$ cat src/rtl/core/dbd_pkg.sv
// shared types, widths and constants for the day span unit
// no dependencies; imported by dbd_day_number, days_between_dates_unit and the testbench
`default_nettype none
package dbd_pkg;

   localparam int YEAR_W    = 14;
   localparam int MONTH_W   = 4;
   localparam int DAY_W     = 5;
   localparam int SPAN_W    = 22;
   localparam int DAYNUM_W  = 23;
   localparam int PREFIX_W  = 9;
   localparam int LEAPCNT_W = 12;
   localparam int CENT_W    = 8;

   // floor(x / 100) for any 14-bit x as (x * RECIP_100) >> RECIP_SHIFT
   localparam logic [12:0] RECIP_100   = 13'd5243;
   localparam int          RECIP_SHIFT = 19;

   localparam logic [YEAR_W-1:0]    YEAR_BASE     = YEAR_W'(1900);
   localparam logic [LEAPCNT_W-1:0] LEAPS_BEFORE  = LEAPCNT_W'(460);
   localparam logic [DAYNUM_W-1:0]  DAYS_PER_YEAR = DAYNUM_W'(365);
   localparam logic [YEAR_W-1:0]    CENTURY       = YEAR_W'(100);
   localparam logic [MONTH_W-1:0]   MONTHS        = MONTH_W'(12);
   localparam logic [SPAN_W:0]      SPAN_MAX      = {1'b0, {SPAN_W{1'b1}}};

   // per-stage load enables of the date pipeline
   typedef struct packed {
      logic en_s1;
      logic en_s2;
      logic en_s3;
   } pipe_ctl_type;

   // days before the month in a common year, by months passed
   function automatic logic [PREFIX_W-1:0] month_prefix(input logic [MONTH_W-1:0] passed);
      logic [PREFIX_W-1:0] days;
      case (passed)
         4'd0:    days = 9'd0;
         4'd1:    days = 9'd31;
         4'd2:    days = 9'd59;
         4'd3:    days = 9'd90;
         4'd4:    days = 9'd120;
         4'd5:    days = 9'd151;
         4'd6:    days = 9'd181;
         4'd7:    days = 9'd212;
         4'd8:    days = 9'd243;
         4'd9:    days = 9'd273;
         4'd10:   days = 9'd304;
         4'd11:   days = 9'd334;
         default: days = 9'd365;
      endcase
      return days;
   endfunction

endpackage
`default_nettype wire

$ cat src/rtl/core/days_between_dates_unit.sv
// top level of the day span unit: handshake, valid pipeline, span stage
// depends on dbd_pkg and dbd_day_number
`default_nettype none
// Takes a pair of Gregorian dates per word and returns the inclusive day
// span between them, saturated at 22 bits. Fully pipelined: one word per
// clock while the result side is not stalled, in four register stages. Three
// stages form each date's day number (reciprocal multiply for the century
// quotients, leap and month arithmetic, final sum), the fourth takes the
// absolute difference. Each stage holds its word while the next is full and
// stalled, so bubbles close up and a stalled result does not block the input
// until the pipeline is full.
module days_between_dates_unit (
   input  wire logic                          clock,
   input  wire logic                          reset,
   input  wire logic                          req_valid,
   output logic                               req_stall,
   input  wire logic [dbd_pkg::YEAR_W-1:0]    req_start_year,
   input  wire logic [dbd_pkg::MONTH_W-1:0]   req_start_month,
   input  wire logic [dbd_pkg::DAY_W-1:0]     req_start_day,
   input  wire logic [dbd_pkg::YEAR_W-1:0]    req_end_year,
   input  wire logic [dbd_pkg::MONTH_W-1:0]   req_end_month,
   input  wire logic [dbd_pkg::DAY_W-1:0]     req_end_day,
   output logic                               rsp_valid,
   input  wire logic                          rsp_stall,
   output logic      [dbd_pkg::SPAN_W-1:0]    rsp_day_span
);
   import dbd_pkg::*;

   logic         v1_ff, v2_ff, v3_ff, v4_ff;
   logic         rdy1, rdy2, rdy3, rdy4;
   pipe_ctl_type ctl;

   assign rdy4 = !v4_ff || !rsp_stall;
   assign rdy3 = !v3_ff || rdy4;
   assign rdy2 = !v2_ff || rdy3;
   assign rdy1 = !v1_ff || rdy2;

   assign ctl.en_s1 = rdy1;
   assign ctl.en_s2 = rdy2;
   assign ctl.en_s3 = rdy3;

   always_ff @(posedge clock) begin
      if (reset) begin
         v1_ff <= 1'b0;
         v2_ff <= 1'b0;
         v3_ff <= 1'b0;
         v4_ff <= 1'b0;
      end else begin
         if (rdy1) v1_ff <= req_valid;
         if (rdy2) v2_ff <= v1_ff;
         if (rdy3) v3_ff <= v2_ff;
         if (rdy4) v4_ff <= v3_ff;
      end
   end

   logic [DAYNUM_W-1:0] start_num;
   logic [DAYNUM_W-1:0] end_num;

   dbd_day_number u_start (
      .clock   (clock),
      .ctl     (ctl),
      .year    (req_start_year),
      .month   (req_start_month),
      .day     (req_start_day),
      .day_num (start_num)
   );

   dbd_day_number u_end (
      .clock   (clock),
      .ctl     (ctl),
      .year    (req_end_year),
      .month   (req_end_month),
      .day     (req_end_day),
      .day_num (end_num)
   );

   // absolute difference plus one, clipped to the field
   logic [DAYNUM_W-1:0] diff;
   logic [DAYNUM_W:0]   span_full;
   logic [SPAN_W-1:0]   span_in, span_ff;

   always_comb begin
      if (start_num > end_num) begin
         diff = start_num - end_num;
      end else begin
         diff = end_num - start_num;
      end
      span_full = (DAYNUM_W+1)'(diff) + (DAYNUM_W+1)'(1);
      if (span_full > (DAYNUM_W+1)'(SPAN_MAX)) begin
         span_in = SPAN_MAX[SPAN_W-1:0];
      end else begin
         span_in = span_full[SPAN_W-1:0];
      end
   end

   always_ff @(posedge clock) begin
      if (rdy4) begin
         span_ff <= span_in;
      end
   end

   assign req_stall    = !rdy1;
   assign rsp_valid    = v4_ff;
   assign rsp_day_span = span_ff;

endmodule
`default_nettype wire

$ cat src/rtl/core/dbd_day_number.sv
// three-stage pipeline turning one date into its day number from 1900
// depends on dbd_pkg
`default_nettype none
module dbd_day_number (
   input  wire logic                          clock,
   input  wire dbd_pkg::pipe_ctl_type         ctl,
   input  wire logic [dbd_pkg::YEAR_W-1:0]    year,
   input  wire logic [dbd_pkg::MONTH_W-1:0]   month,
   input  wire logic [dbd_pkg::DAY_W-1:0]     day,
   output logic      [dbd_pkg::DAYNUM_W-1:0]  day_num
);
   import dbd_pkg::*;

   // stage 1: century quotients by reciprocal multiply
   logic [YEAR_W-1:0]           year_prev;
   logic [YEAR_W+12:0]          prod_prev;
   logic [YEAR_W+12:0]          prod_year;
   logic [CENT_W-1:0]           cent_prev_in, cent_prev_ff;
   logic [CENT_W-1:0]           cent_year_in, cent_year_ff;
   logic [YEAR_W-1:0]           year_s1_ff;
   logic [MONTH_W-1:0]          month_s1_ff;
   logic [DAY_W-1:0]            day_s1_ff;

   assign year_prev    = year - YEAR_W'(1);
   assign prod_prev    = (YEAR_W+13)'(year_prev) * (YEAR_W+13)'(RECIP_100);
   assign prod_year    = (YEAR_W+13)'(year) * (YEAR_W+13)'(RECIP_100);
   assign cent_prev_in = prod_prev[RECIP_SHIFT +: CENT_W];
   assign cent_year_in = prod_year[RECIP_SHIFT +: CENT_W];

   always_ff @(posedge clock) begin
      if (ctl.en_s1) begin
         cent_prev_ff <= cent_prev_in;
         cent_year_ff <= cent_year_in;
         year_s1_ff   <= year;
         month_s1_ff  <= month;
         day_s1_ff    <= day;
      end
   end

   // stage 2: leap count, year days, month prefix
   logic [YEAR_W-1:0]           prev_s1;
   logic [YEAR_W-1:0]           year_off;
   logic [YEAR_W-1:0]           cent_rem;
   logic                        is_leap;
   logic [MONTH_W-1:0]          passed;
   logic                        after_base_in, after_base_ff;
   logic [DAYNUM_W-1:0]         year_days_in, year_days_ff;
   logic [LEAPCNT_W-1:0]        leaps_in, leaps_ff;
   logic [PREFIX_W-1:0]         month_days_in, month_days_ff;
   logic [DAY_W-1:0]            day_s2_ff;

   always_comb begin
      prev_s1       = year_s1_ff - YEAR_W'(1);
      year_off      = year_s1_ff - YEAR_BASE;
      after_base_in = (year_s1_ff > YEAR_BASE);
      year_days_in  = DAYNUM_W'(year_off) * DAYS_PER_YEAR;
      // n/4 - n/100 + n/400 with n the year before
      leaps_in      = LEAPCNT_W'(prev_s1[YEAR_W-1:2]) - LEAPCNT_W'(cent_prev_ff)
                    + LEAPCNT_W'(cent_prev_ff[CENT_W-1:2]);
      cent_rem      = year_s1_ff - YEAR_W'(YEAR_W'(cent_year_ff) * CENTURY);
      is_leap       = (year_s1_ff[1:0] == 2'b00)
                    && ((cent_rem != '0) || (cent_year_ff[1:0] == 2'b00));
      if (month_s1_ff == '0) begin
         passed = '0;
      end else if ((month_s1_ff - MONTH_W'(1)) > MONTHS) begin
         passed = MONTHS;
      end else begin
         passed = month_s1_ff - MONTH_W'(1);
      end
      month_days_in = month_prefix(passed)
                    + PREFIX_W'((passed >= MONTH_W'(2)) && is_leap);
   end

   always_ff @(posedge clock) begin
      if (ctl.en_s2) begin
         after_base_ff <= after_base_in;
         year_days_ff  <= year_days_in;
         leaps_ff      <= leaps_in;
         month_days_ff <= month_days_in;
         day_s2_ff     <= day_s1_ff;
      end
   end

   // stage 3: final sum
   logic [DAYNUM_W-1:0] year_part;
   logic [DAYNUM_W-1:0] day_num_in, day_num_ff;

   always_comb begin
      if (after_base_ff) begin
         year_part = year_days_ff + DAYNUM_W'(leaps_ff) - DAYNUM_W'(LEAPS_BEFORE);
      end else begin
         year_part = '0;
      end
      day_num_in = year_part + DAYNUM_W'(month_days_ff) + DAYNUM_W'(day_s2_ff);
   end

   always_ff @(posedge clock) begin
      if (ctl.en_s3) begin
         day_num_ff <= day_num_in;
      end
   end

   assign day_num = day_num_ff;

endmodule
`default_nettype wire

$ cat config.mk
export PLATFORM = sky130hd
export DESIGN_NAME = days_between_dates_unit
export DESIGN_NICKNAME = d
export VERILOG_FILES = /design/src/rtl/core/dbd_pkg.sv /design/src/rtl/core/days_between_dates_unit.sv /design/src/rtl/core/dbd_day_number.sv
export SDC_FILE = /design/constraint.sdc
export NUM_CORES = 2
export LEC_CHECK = 0
export ABC_AREA = 0
export BUFFER_PORTS_ARGS = -buffer_cell sky130_fd_sc_hd__buf_2
export CORE_MARGIN = 2
export CORE_UTILIZATION = 50
export CTS_CLUSTER_DIAMETER = 80
export DETAILED_ROUTE_END_ITERATION = 8
export PLACE_DENSITY = 0.66
export REMOVE_ABC_BUFFERS = 1
export SYNTH_ARGS = -nofsm -noshare
export SYNTH_HDL_FRONTEND = slang
export SYNTH_SLANG_ARGS = --single-unit
$ cat constraint.sdc
create_clock -name clock -period 9.6 [get_ports clock]
set_clock_uncertainty 0.2 [all_clocks]
set_input_delay 1.92 -clock clock [delete_from_list [all_inputs] [get_ports clock]]
set_output_delay 1.92 -clock clock [all_outputs]
set_load 0.03 [all_outputs]
=== After elaboration in Yosys (flattened, before gate mapping) ===
Memories as Yosys holds them, arrays and structs flattened.
Cells that the tools add are included.

* Bits of input ports: 50
* Bits in read-only memories: 288
* Memories: 2
* Bits in registers: 250

{| class="wikitable"
|+ Memory list
! memory !! words !! bits a word !! read ports !! clocked after memory_dff !! write ports !! line !! RTL
|-
| (name not given) || 16 || 9 || 1 || 0 || 0 || dbd_pkg.sv:36 || <nowiki>case (passed)</nowiki>
|-
| (name not given) || 16 || 9 || 1 || 0 || 0 || dbd_pkg.sv:36 ||
|}

* Multiplexer cells: 7
* Reductions and logical operators: 24
* Magnitude comparators: 8
* Add/subtract/negate cells: 27
* Multiply operators: 8

{| class="wikitable"
|+ Operator list
! cell !! count
|-
| multiplier 14 x 13 -> 27 bit (second input constant) || 4
|-
| 2-to-1 mux 23 bit || 3
|-
| subtractor 14 x 1 -> 14 bit (second input constant) || 4
|-
| adder 23 x 12 -> 23 bit || 2
|-
| adder 23 x 5 -> 23 bit || 2
|-
| adder 23 x 9 -> 23 bit || 2
|-
| multiplier 14 x 9 -> 23 bit (second input constant) || 2
|-
| subtractor 23 bit || 2
|-
| subtractor 23 x 9 -> 23 bit (second input constant) || 2
|-
| > comparator 14 x 11 -> 1 bit (second input constant) || 2
|-
| nonzero test 14 bit || 2
|-
| subtractor 14 x 11 -> 14 bit (second input constant) || 2
|-
| subtractor 14 bit || 2
|-
| adder 12 x 6 -> 12 bit || 2
|-
| adder 23 x 1 -> 24 bit (second input constant) || 1
|-
| > comparator 24 x 22 -> 1 bit (second input constant) || 1
|-
| multiplier 8 x 5 -> 12 bit (second input constant) || 2
|-
| subtractor 12 x 8 -> 12 bit || 2
|-
| > comparator 23 bit || 1
|-
| adder 9 x 1 -> 9 bit || 2
|-
| 2-to-1 mux 4 bit || 4
|-
| >= comparator 4 x 2 -> 1 bit (second input constant) || 2
|-
| > comparator 4 bit (second input constant) || 2
|-
| zero test 2 bit || 4
|-
| 5 further kinds || 20
|}

=== Longest topological paths before layout ===
* Depth after elaboration: 7
* Mapped depth: 32
* Mapped depth without buffers: 32

=== Hierarchy ===
A second synthesis with hierarchy kept.

* Cells, all modules: 3971
* Area, all modules: 38962.4 um^2

{| class="wikitable"
|+ By module, submodules not included
! module !! instances !! cells each !! sequential area each (um^2) !! area each (um^2)
|-
| dbd_day_number (u_start) || 1 || 1690 || 3363.2 || 17077.6
|-
| dbd_day_number (u_end) || 1 || 1691 || 3363.2 || 17017.6
|-
| days_between_dates_unit || 1 || 590 || 740.7 || 4867.2
|}

=== Least setup slack after synthesis ===
OpenSTA, ideal clock, no wires.

* Path type: input port to flip-flop
* Start point: input port req_start_year[1] (netlist name)
* End point: register u_start.cent_prev_ff[7], data pin
* Data required time: 9.134 ns
* Path slack: 1.351 ns
* Arrival: 7.783 ns
* Cell stages on the path: 26
* Cell sequence: inv_1 -> ha_1 -> a21boi_0 -> nand2_1 -> nand2_1 -> nand3_1 -> a21boi_0 -> xnor2_1 -> inv_1 -> fa_1 -> inv_1 -> ha_1 -> fa_1 -> fa_1 -> inv_1 -> fa_1 -> inv_1 -> ha_1 -> nor4_1 -> o211ai_1 -> o221ai_1 -> a21oi_1 -> o211a_1 -> o31a_1 -> o41ai_1 -> xnor2_1

* Cells in the longest elaborated chain, start to end: 2

{| class="wikitable"
|+ RTL lines
! item !! line !! RTL
|-
| start, declared || days_between_dates_unit.sv:17 || <nowiki>input wire logic [dbd_pkg::YEAR_W-1:0] req_start_year,</nowiki>
|-
| subtractor 14 x 1 -> 14 bit || dbd_day_number.sv:24 || <nowiki>assign year_prev = year - YEAR_W'(1);</nowiki>
|-
| multiplier 14 x 13 -> 27 bit || dbd_day_number.sv:25 || <nowiki>assign prod_prev = (YEAR_W+13)'(year_prev) * (YEAR_W+13)'(RECIP_100);</nowiki>
|-
| via u_start.prod_prev[26] || dbd_day_number.sv:16 || <nowiki>logic [YEAR_W+12:0] prod_prev;</nowiki>
|-
| end signal, assigned || dbd_day_number.sv:32 || <nowiki>cent_prev_ff <= cent_prev_in;</nowiki>
|-
| end, declared || dbd_day_number.sv:18 || <nowiki>logic [CENT_W-1:0] cent_prev_in, cent_prev_ff;</nowiki>
|}

The timed path passes the listed nets, and every way through them passes these cells.
A chain may end at the register's enable or synchronous reset.

=== Worst setup path in the final report ===
* Start point: input port req_start_year[0] (netlist name)
* End point: register u_start.cent_prev_ff[7], data pin

Same word-level chain as after synthesis.

==> results.toml <==
[logic_synthesis]
async_flop_share = 0
yosys_register_bits = 250
synth_commonest_cells = "inv_1, ha_1, fa_1"
post_synth.cell_area_avg_sq_um = 9.90
yosys.area.top_type_share = 0.259
synth_top_cell_by_area = "ha_1"
postSynthCellCount = 3788
synthFlopType = "edfxtp_1"
synth_edf_count = 246
yosysWarnings = 0
yosysMostFrequentCell = "inv_1"
synth_cell_types = 85
synth.top_cells.by_area = "ha_1, fa_1, edfxtp_1"
synth_area_sq_um = 37500
ys_seq_area_frac = 0.199

[sta]
tightest_slew_ps = 1100
fin_crit_sh = 0.879
finalSetupViolations = 0
rsz0062_at_grt = "no"
maxSlewViolCount = 0
relSlewSlack = 0.259
tns_ps = 0
period_needed_ps = 8440
fmax_ghz = 0.119
hold_violations = 0

[flow_run]
drv_cap = 0

[grt]
grt_max_degree = 71
antenna_found_initial = 7
grt_first_pass_wirelength_mm = 127
grt_pass1_vias = 25500
grt_overflow_total = 0
grtUsageTotal = 0.204

[worst_setup_path]
cp-start-kind = "input port"
worstPathRequired_ps = 9700
path_max_fanout = 9
slowest_delay_ps = 590
worst_ep_arrival_time_ps = 8540
critPathMostFrequentCell = "nand2_1"
end_kind = "flop"
critPathKind = "input port to flop"
cp_slowest_cell = "xnor2_1"

[clocking]
clock_sinks = 250
cts_tree = "yes"
clk_pin_slew_ps = 60
post_cts_resized = 0
cts-root-buf = "clkbuf_16"
postCtsHoldBufs = 0
postCtsSetupRepairBufs = 0
cts_buffers = 35
clock_path_buffers = 3
htreeDepth = 2
worst_skew_pair.late_latency_ps = 570

[die]
io_pins = 74
initial_core_util = 0.504
die_h_microns = 278
num_rows = 100
die-area_sq_um = 77200
core-area_sq_um = 74300
fp.dieW_microns = 278

[final_layout]
final_area_sq_um = 40100
drive_gt1_frac = 0.0434
fin_nets = 5066
syn_to_final_growth_pct = 6.86
layoutNonFillerInstCount = 4865

[detailed_routing]
num_vias = 24900
wl_per_cell_microns = 15.7
totalWireLength_mm = 76.6
dr.pass1.iters = 5
drt_iter0_drc = 1128
vias_per_cell = 5.11
ant_nets = 0
drcViolationCount = 0

[place]
place_area_sq_um = 39000
dp_hpwl_mm = 66.4
portBuffers = 73
gp_congestion = 0.877
placedCellCount = 4797

[status]
outcome = "finished clean"

[worst_hold_path]
min_path_type = "flop to flop"
## final timing paths
check	start	end	slack (ps)	depth (start not counted)
worst max-delay path	req_start_year[0]	u_start.cent_prev_ff[7]	1160	29
worst max register to register	u_start.year_s1_ff[2]	u_start.year_days_ff[21]	3140	21
worst min-delay path	u_end.day_s1_ff[4]	u_end.day_s2_ff[4]	220	0
worst min register to register	u_end.day_s1_ff[4]	u_end.day_s2_ff[4]	220	0
## registers in the layout, summed over array words and instances, names as in the netlist, 8 cells and up
signal and cells:
u_start.day_num 23, u_end.day_num 23, u_end.leaps_ff 12, u_start.year_s1_ff 14, u_end.month_days_ff 9, u_start.leaps_ff 12
rsp_day_span 22, u_start.year_days_ff 23, u_start.cent_year_ff 8, u_end.year_days_ff 23, u_start.month_days_ff 9, u_end.cent_year_ff 8
u_end.cent_prev_ff 8, u_start.cent_prev_ff 8, u_end.year_s1_ff 14
## per-stage QoR
step / hold slack, ps / setup slack [ps] / util
6_report: 221 / 1160 / 0.539
5_1_grt: 236 / 582 / 0.539
4_1_cts: 224 / 1150 / 0.539
3_5_place_dp: 210 / 582 / 0.524
3_3_place_gp: 205 / 718 / 0.524
2_1_floorplan: 200 / 1350 / -
## area by class of cell
cell class / count / area (sq um)
diodes: 6 / 15.0
clock buffers: 42 / 922
clock inverters: 20 / 173
fillers: 6706 / 34300
inverters: 853 / 3200
multi-input cells: 2641 / 26600
flip-flops and latches: 250 / 7470
well taps: 969 / 1210
repair buffers: 84 / 448
## worst max-delay path, delay by kind of cell
kind	cells	cell delay [ps]
and+or+nand+nor	9	960
AOI/OAI and AO/OA	7	1590
adders and majority gates	7	2870
buffers and inverters	4	480
xor gates and xnor gates	2	690
## kinds of logic after synthesis
kind of cell | after synthesis | share of synthesized area
adders and majority gates | 1151 | 0.459
buffers and inverters | 897 | 0.0912
and+or+nand+nor | 612 | 0.0790
AOI/OAI and AO/OA | 559 | 0.0958
xor gates and xnor gates | 295 | 0.0693
DFF | 250 | 0.199
muxes | 24 | 0.00651
## routing by layer
layer | part of all wire | global-route usage
met5 | 0.00010 | 0
met4 | 0.020 | 0.0516
met3 | 0.032 | 0.0206
met2 | 0.46 | 0.340
met1 | 0.48 | 0.284
## cell usage in the layout, fill, tap and decap left out, types with 7 or more instances in the layout
| cell | count |
|---|---|
| a211oi_1 | 7 |
| a21boi_0 | 26 |
| a21o_1 | 73 |
| a21oi_1 | 158 |
| a31o_2 | 8 |
| a31oi_1 | 27 |
| and2_1 | 11 |
| and3_1 | 21 |
| buf_2 | 73 |
| buf_4 | 11 |
| clkbuf_16 | 35 |
| clkinv_1 | 7 |
| edfxtp_1 | 246 |
| fa_1 | 374 |
| ha_1 | 777 |
| inv_1 | 853 |
| mux2i_1 | 21 |
| nand2_1 | 156 |
| nand2b_1 | 19 |
| nand3_1 | 47 |
| nand4_1 | 19 |
| nor2_1 | 180 |
| nor2b_1 | 21 |
| nor3_1 | 64 |
| nor3b_1 | 8 |
| nor4_1 | 11 |
| o211ai_1 | 7 |
| o21a_1 | 22 |
| o21ai_0 | 109 |
| o21ai_1 | 17 |
| o21bai_1 | 23 |
| o22ai_1 | 8 |
| o31ai_1 | 10 |
| or3_1 | 21 |
| xnor2_1 | 200 |
| xor2_1 | 94 |
Power is not shown: default switching activity piles up to over one toggle a cycle in this logic, so the estimate is an artifact.
